<file path="config.mk">
export PLATFORM = sky130hd
export DESIGN_NAME = sorted_insert_stack_flat
export DESIGN_NICKNAME = d
export VERILOG_FILES = /design/src/hw/rtl/sis_pkg.sv /design/src/hw/rtl/sis_if.sv /design/src/hw/rtl/sis_cell.sv /design/src/hw/rtl/sorted_insert_stack.sv /design/src/flat_wrapper.sv
export SDC_FILE = /design/constraint.sdc
export NUM_CORES = 2
export LEC_CHECK = 0
export ABC_CLOCK_PERIOD_IN_PS = 6550
export BUFFER_PORTS_ARGS = -buffer_cell sky130_fd_sc_hd__buf_2
export CORE_AREA = 4 4 296 298
export DETAILED_ROUTE_END_ITERATION = 12
export DIE_AREA = 0 0 300 302
export PLACE_DENSITY = 0.68
export SLEW_MARGIN = 10
export SYNTH_ARGS = -nofsm -noshare
export SYNTH_HDL_FRONTEND = slang
export SYNTH_HIERARCHICAL = 1
export SYNTH_SLANG_ARGS = --single-unit
export TNS_END_PERCENT = 20
</file>
<file path="constraint.sdc">
create_clock -name clock -period 6.55 [get_ports clock]
set_input_delay 1.31 -clock clock [delete_from_list [all_inputs] [get_ports clock]]
set_output_delay 1.31 -clock clock [all_outputs]
set_load 0.1 [all_outputs]
</file>
<file path="src/hw/rtl/sis_pkg.sv">
package sis_pkg;

   // Default number of entries in the store.
   localparam int CAPACITY_DEF = 16;

   // Field widths fixed by the request and response formats.
   localparam int VALUE_W  = 32;
   localparam int ACTION_W = 2;
   localparam int COUNT_W  = 5;

   // Action codes.
   localparam logic [ACTION_W-1:0] ACT_PUSH = 2'd0;
   localparam logic [ACTION_W-1:0] ACT_POP  = 2'd1;
   localparam logic [ACTION_W-1:0] ACT_PEEK = 2'd2;
   localparam logic [ACTION_W-1:0] ACT_NOP  = 2'd3;

   // Value returned by pop or peek on an empty store.
   localparam logic signed [VALUE_W-1:0] EMPTY_VALUE = -32'sd1;

   // Control broadcast from the top level to every cell.
   typedef struct packed {
      logic                      push;
      logic                      pop;
      logic signed [VALUE_W-1:0] value;
   } cell_ctl_type;

endpackage

</file>
<file path="src/hw/rtl/sis_if.sv">
// Request channel: one operation on the store.
interface sis_req_if;
   logic                               valid;
   logic                               ready;
   logic [sis_pkg::ACTION_W-1:0]       action;
   logic signed [sis_pkg::VALUE_W-1:0] value;

   modport source (output valid, output action, output value, input ready);
   modport sink   (input valid, input action, input value, output ready);
endinterface

// Response channel: the outcome of one request.
interface sis_rsp_if;
   logic                               valid;
   logic                               ready;
   logic signed [sis_pkg::VALUE_W-1:0] result_value;
   logic                               was_empty;
   logic                               dropped;
   logic [sis_pkg::COUNT_W-1:0]        entry_count;

   modport source (output valid, output result_value, output was_empty,
                   output dropped, output entry_count, input ready);
   modport sink   (input valid, input result_value, input was_empty,
                   input dropped, input entry_count, output ready);
endinterface

</file>
<file path="src/hw/rtl/sis_cell.sv">
// One slot of the sorted chain. Slots ahead of the insert point keep their
// value, the slot at the insert point takes the new value, and slots behind
// it take their left neighbor's value. A pop shifts every slot one place up.
module sis_cell (
   input  logic                                 clock,
   input  sis_pkg::cell_ctl_type                ctl,
   input  logic                                 occupied,
   input  logic                                 left_gt,
   input  logic signed [sis_pkg::VALUE_W-1:0]   left_value,
   input  logic signed [sis_pkg::VALUE_W-1:0]   right_value,
   output logic                                 gt,
   output logic signed [sis_pkg::VALUE_W-1:0]   value
);

   logic signed [sis_pkg::VALUE_W-1:0] value_ff;
   logic signed [sis_pkg::VALUE_W-1:0] value_in;

   // An empty slot or a larger stored value lies at or behind the insert point.
   assign gt    = !occupied || (value_ff > ctl.value);
   assign value = value_ff;

   // Next slot contents.
   always_comb begin
      value_in = value_ff;
      if (ctl.push) begin
         if (left_gt) begin
            value_in = left_value;
         end else if (gt) begin
            value_in = ctl.value;
         end
      end else if (ctl.pop) begin
         value_in = right_value;
      end
   end

   always_ff @(posedge clock) begin
      value_ff <= value_in;
   end

endmodule

</file>
<file path="src/hw/rtl/sorted_insert_stack.sv">
// Sorted insert stack: a bounded store of signed 32-bit values kept in
// ascending order with the smallest value on top.
// The request channel carries an action (push, pop, peek, or no-op) and a
// value used by push. The response channel returns one item per request:
// the top value for pop and peek (-1 when empty), a was_empty flag, a
// dropped flag for a push into a full store, and the entry count afterwards.
// The response is registered: a request accepted at a clock edge has its
// response valid from that edge on. Throughput is one request per cycle
// while the receiver takes each response; the chain of cells updates every
// slot in parallel, so each request finishes in the cycle it is accepted,
// with the entry count and the top cell feeding the registered response.
// When the receiver stalls, the response register holds its item and a new
// request is accepted only in a cycle where the held response is taken.
// Reset empties the store and clears the response valid; slot contents are
// not cleared, since only slots below the entry count are ever read.
module sorted_insert_stack #(
   parameter int CAPACITY = sis_pkg::CAPACITY_DEF
) (
   input  logic     clock,
   input  logic     reset,
   sis_req_if.sink  req_ch,
   sis_rsp_if.source rsp_ch
);

   localparam int CNT_W = $clog2(CAPACITY + 1);

   logic [CNT_W-1:0]  count_ff;
   logic [CNT_W-1:0]  count_in;
   logic              rsp_valid_ff;
   logic              rsp_valid_in;
   logic signed [sis_pkg::VALUE_W-1:0] result_ff;
   logic signed [sis_pkg::VALUE_W-1:0] result_in;
   logic              was_empty_ff;
   logic              dropped_ff;
   logic              dropped_in;

   logic              fire;
   logic              empty;
   logic              full;
   sis_pkg::cell_ctl_type ctl;

   logic signed [sis_pkg::VALUE_W-1:0] cell_value [CAPACITY];
   logic                               cell_gt    [CAPACITY];

   // Handshake: take a request whenever the response register is free or its item is being taken.
   assign req_ch.ready = !rsp_valid_ff || rsp_ch.ready;
   assign fire         = req_ch.valid && req_ch.ready;
   assign empty        = (count_ff == '0);
   assign full         = (count_ff == CNT_W'(CAPACITY));

   // Control for the chain.
   always_comb begin
      ctl.push  = fire && (req_ch.action == sis_pkg::ACT_PUSH) && !full;
      ctl.pop   = fire && (req_ch.action == sis_pkg::ACT_POP) && !empty;
      ctl.value = req_ch.value;
   end

   // Chain of cells; slot 0 is the top.
   for (genvar i = 0; i < CAPACITY; i++) begin : g_cell
      logic                               occupied;
      logic                               left_gt;
      logic signed [sis_pkg::VALUE_W-1:0] left_value;
      logic signed [sis_pkg::VALUE_W-1:0] right_value;

      assign occupied = (count_ff > CNT_W'(i));

      if (i == 0) begin : g_first
         assign left_gt    = 1'b0;
         assign left_value = req_ch.value;
      end else begin : g_inner
         assign left_gt    = cell_gt[i-1];
         assign left_value = cell_value[i-1];
      end

      if (i == CAPACITY - 1) begin : g_last
         assign right_value = cell_value[i];
      end else begin : g_body
         assign right_value = cell_value[i+1];
      end

      sis_cell u_cell (
         .clock       (clock),
         .ctl         (ctl),
         .occupied    (occupied),
         .left_gt     (left_gt),
         .left_value  (left_value),
         .right_value (right_value),
         .gt          (cell_gt[i]),
         .value       (cell_value[i])
      );
   end

   // Response contents and next entry count.
   always_comb begin
      count_in   = count_ff;
      result_in  = '0;
      dropped_in = 1'b0;
      unique case (req_ch.action)
         sis_pkg::ACT_PUSH: begin
            dropped_in = full;
            if (!full) begin
               count_in = count_ff + CNT_W'(1);
            end
         end
         sis_pkg::ACT_POP: begin
            result_in = empty ? sis_pkg::EMPTY_VALUE : cell_value[0];
            if (!empty) begin
               count_in = count_ff - CNT_W'(1);
            end
         end
         sis_pkg::ACT_PEEK: begin
            result_in = empty ? sis_pkg::EMPTY_VALUE : cell_value[0];
         end
         default: begin
            result_in = '0;
         end
      endcase
   end

   // Response valid: set by a request, cleared once taken.
   always_comb begin
      rsp_valid_in = rsp_valid_ff;
      if (fire) begin
         rsp_valid_in = 1'b1;
      end else if (rsp_ch.ready) begin
         rsp_valid_in = 1'b0;
      end
   end

   always_ff @(posedge clock) begin
      if (reset) begin
         count_ff     <= '0;
         rsp_valid_ff <= 1'b0;
      end else begin
         rsp_valid_ff <= rsp_valid_in;
         if (fire) begin
            count_ff <= count_in;
         end
      end
   end

   always_ff @(posedge clock) begin
      if (fire) begin
         result_ff    <= result_in;
         was_empty_ff <= empty;
         dropped_ff   <= dropped_in;
      end
   end

   assign rsp_ch.valid        = rsp_valid_ff;
   assign rsp_ch.result_value = result_ff;
   assign rsp_ch.was_empty    = was_empty_ff;
   assign rsp_ch.dropped      = dropped_ff;
   assign rsp_ch.entry_count  = sis_pkg::COUNT_W'(count_ff);

endmodule

</file>
<file path="src/flat_wrapper.sv">
// flat-port wrapper written by rule: the top's interface ports become plain ports
module sorted_insert_stack_flat 
#(
   parameter int CAPACITY = sis_pkg::CAPACITY_DEF
)
  (clock, reset, req_ch_valid, req_ch_action, req_ch_value, req_ch_ready, rsp_ch_valid, rsp_ch_result_value, rsp_ch_was_empty, rsp_ch_dropped, rsp_ch_entry_count, rsp_ch_ready);
  sis_req_if req_ch_i ();
  sis_rsp_if rsp_ch_i ();
  input  logic clock;
  input  logic reset;
  input wire logic [$bits(req_ch_i.valid)-1:0] req_ch_valid;
  input wire logic [$bits(req_ch_i.action)-1:0] req_ch_action;
  input wire logic [$bits(req_ch_i.value)-1:0] req_ch_value;
  output wire logic [$bits(req_ch_i.ready)-1:0] req_ch_ready;
  output wire logic [$bits(rsp_ch_i.valid)-1:0] rsp_ch_valid;
  output wire logic [$bits(rsp_ch_i.result_value)-1:0] rsp_ch_result_value;
  output wire logic [$bits(rsp_ch_i.was_empty)-1:0] rsp_ch_was_empty;
  output wire logic [$bits(rsp_ch_i.dropped)-1:0] rsp_ch_dropped;
  output wire logic [$bits(rsp_ch_i.entry_count)-1:0] rsp_ch_entry_count;
  input wire logic [$bits(rsp_ch_i.ready)-1:0] rsp_ch_ready;
  assign req_ch_i.valid = req_ch_valid;
  assign req_ch_i.action = req_ch_action;
  assign req_ch_i.value = req_ch_value;
  assign req_ch_ready = req_ch_i.ready;
  assign rsp_ch_valid = rsp_ch_i.valid;
  assign rsp_ch_result_value = rsp_ch_i.result_value;
  assign rsp_ch_was_empty = rsp_ch_i.was_empty;
  assign rsp_ch_dropped = rsp_ch_i.dropped;
  assign rsp_ch_entry_count = rsp_ch_i.entry_count;
  assign rsp_ch_i.ready = rsp_ch_ready;
  sorted_insert_stack #(.CAPACITY(CAPACITY)) u_core (.clock(clock), .reset(reset), .req_ch(req_ch_i), .rsp_ch(rsp_ch_i));
endmodule
</file>
==> impl_metrics.yaml <==
route:
  first_pass_iters: 6
  drc_errors: 0
  ant_nets: 0
  drt_iter0_drc: 2354
  wirelength_um: 105000
  via_count: 32300
  wl_per_cell_um: 18.4
  routed_via_density: 5.68
grt:
  grt_max_degree: 223
  grtUsageTotal: 0.226
  antenna_found_initial: 1
  grt_pass1_wl_um: 167000
  grt_pass1_vias: 31100
  grt-ovfl-total: 0
cells_and_area:
  fillerInstances: 7623
  drive_gt1_frac: 0.0725
  stdcell_count: 5694
  nets: 5062
  final_cell_mix: "a21oi_1, inv_1, nor2_1"
  diodes: 0
  seq_area_sq_mm: 0.0165
  multi_input_area_sq_mm: 0.0230
  syn_to_final_growth_pct: 9.56
  final_common_cell: "a21oi_1"
clock_network:
  cts_setup_buffers: 0
  cts_tree: "built"
  root_buffer: "clkbuf_16"
  clock_latency_ns: 0.61
  clk_pin_slew_ns: 0.05
  cts.repair.resized: 0
  cts_sinks: 552
  numCtsBuffers: 68
  ctsHoldBuffers: 0
  cts_buffer_depth: 3
  ctsHtreeMaxLevel: 3
critical_path:
  end_kind: "register"
  critPathKind: "input pin to register"
  path_max_fanout: 33
  rr_endpoint: "u_core/g_cell[2].u_cell/value[11]"
  crit_arrival_ns: 5.31
  worstSetupStartpointType: "input pin"
  slowest_delay_ns: 0.74
  cp_data_required_time_ns: 6.86
  r2r_setup_slack_ns: 2.46
  ff2ff_path_depth: 12
  r2r-start: "u_core/g_cell[1].u_cell/value[7]"
  crit_slowest_cell: "a2111oi_0"
  path_cells: "buf_2 -> inv_1 -> ha_1 -> a21oi_1 -> o21ai_0 -> a221oi_1 -> nor3b_2 -> a211oi_1 -> o21ai_4 -> nor2b_1 -> nand3_1 -> a2111oi_0 -> nor3_4 -> buf_4"
power_and_ir_drop:
  intPower_mw: 6.91
  clkPwrFrac: 0.361
  switchingPower_mw: 3.00
  vdd_drop_max_mv: 0.190
  total_power_mw: 9.92
  swShare: 0.303
  seq_power_share: 0.436
  comb_power_share: 0.203
  powerDensity_mw_per_mm2: 215
  leakage_nw: 22.6
floorplanning:
  initial_core_util: 0.497
  core.rowCount: 107
  die_w_um: 300
  core_sq_mm: 0.0849
  die-height_um: 302
  io_pins: 79
  die_area_sq_mm: 0.0906
yosys:
  syn-num-nets: 5017
  synth_warnings: 6
  synth_cells: 4459
  avgSynthCellArea_sq_um: 9.46
  synth_area_sq_mm: 0.0422
hold_path:
  min_path_cells: 1
  hold_path.startpoint: "u_core/g_cell[0].u_cell/value[0]"
  holdPathEnd: "u_core/rsp_ch.result_value[0]"
  hp-class: "register to register"
placed_design:
  pre_cts_ws_ns: 1.07
  gp_congestion: 0.917
  dp.cells: 5578
  port_buffers: 78
  post-dp-hpwl_um: 79900
sta:
  timing.final.setup_violations: 0
  finClkSkew_ns: 0.0248
  setup_slack_ns: 1.55
  slew_viol_final: 0
  worst_slew_pin_slew_ns: 1.24
  post-route-period-util: 0.763
  fmax_ghz: 0.200
  min_period_ns: 5.00
  rsz0062_at_grt: "false"
  hold_viol: 0
  slew_headroom: 0.162
run_status:
  outcome: "finished, final reports clean"
flow_run:
  maxCapViolations: 0
power by group through the flow:
stage,Clock [mW],Combinational [mW],Sequential [mW]
after floorplan,0,1.28,4.51
after global placement,0,1.93,4.38
after global routing,3.81,2.24,4.34
after CTS,3.67,2.00,4.32
after detailed placement,0,1.99,4.39
final,3.58,2.01,4.32
layer usage:
| layer | wire, um | global-route usage | share of wire |
|---|---|---|---|
| met5 | 0 | 0 | 0 |
| met4 | 3950 | 0.0841 | 0.038 |
| met3 | 4520 | 0.0248 | 0.043 |
| met2 | 47300 | 0.367 | 0.45 |
| met1 | 49100 | 0.315 | 0.47 |
worst max-delay path by stage:
stage                    start                                end  depth (start not counted)
2_1_floorplan     rsp_ch_ready  u_core/g_cell[12].u_cell/value[0]                          6
3_3_place_gp   req_ch_value[7]   u_core/g_cell[2].u_cell/value[5]                         14
3_5_place_dp   req_ch_value[7]   u_core/g_cell[2].u_cell/value[5]                         14
4_1_cts        req_ch_value[7]   u_core/g_cell[2].u_cell/value[8]                         14
5_1_grt        req_ch_value[7]  u_core/g_cell[2].u_cell/value[11]                         14
6_report       req_ch_value[7]  u_core/g_cell[2].u_cell/value[11]                         14
area by class of cell:
cell class                 instances  share of cell area
inverter                         569              0.0462
tap                             1144              0.0310
multi-input combinational       3152               0.498
timing repair buffer             161              0.0227
sequential                       552               0.357
clock inverter                    30             0.00509
clock buffer                      86              0.0392
critical path, delay by kind of cell:
kind / cells / cell delay [ns]
and+or+nand+nor: 4 / 0.54
AOI/OAI and AO/OA: 6 / 2.17
adders and majority gates: 1 / 0.34
buffers and inverters: 3 / 0.91
flip-flops by register name, summed over array words and instances (netlist names):
register and count:
u_core/rsp_ch.result_value 32, u_core/rsp_ch.entry_count 5, u_core/rsp_ch.was_empty 1, u_core/g_cell.u_cell/value 512, u_core/rsp_ch.dropped 1, u_core/rsp_ch.valid 1
stage by stage:
stage	TNS [ns]	hold slack (ns)	util	instance area, sq um
final	0	0.605	0.544	46200
after global routing	0	0.632	0.544	46200
after CTS	0	0.607	0.544	46200
after detailed placement	0	0.586	0.520	44200
after global placement	0	0.585	0.520	44200
after floorplan	-196.71	0.558	-	42200
Note: power is estimated with default switching activity, not from simulation.
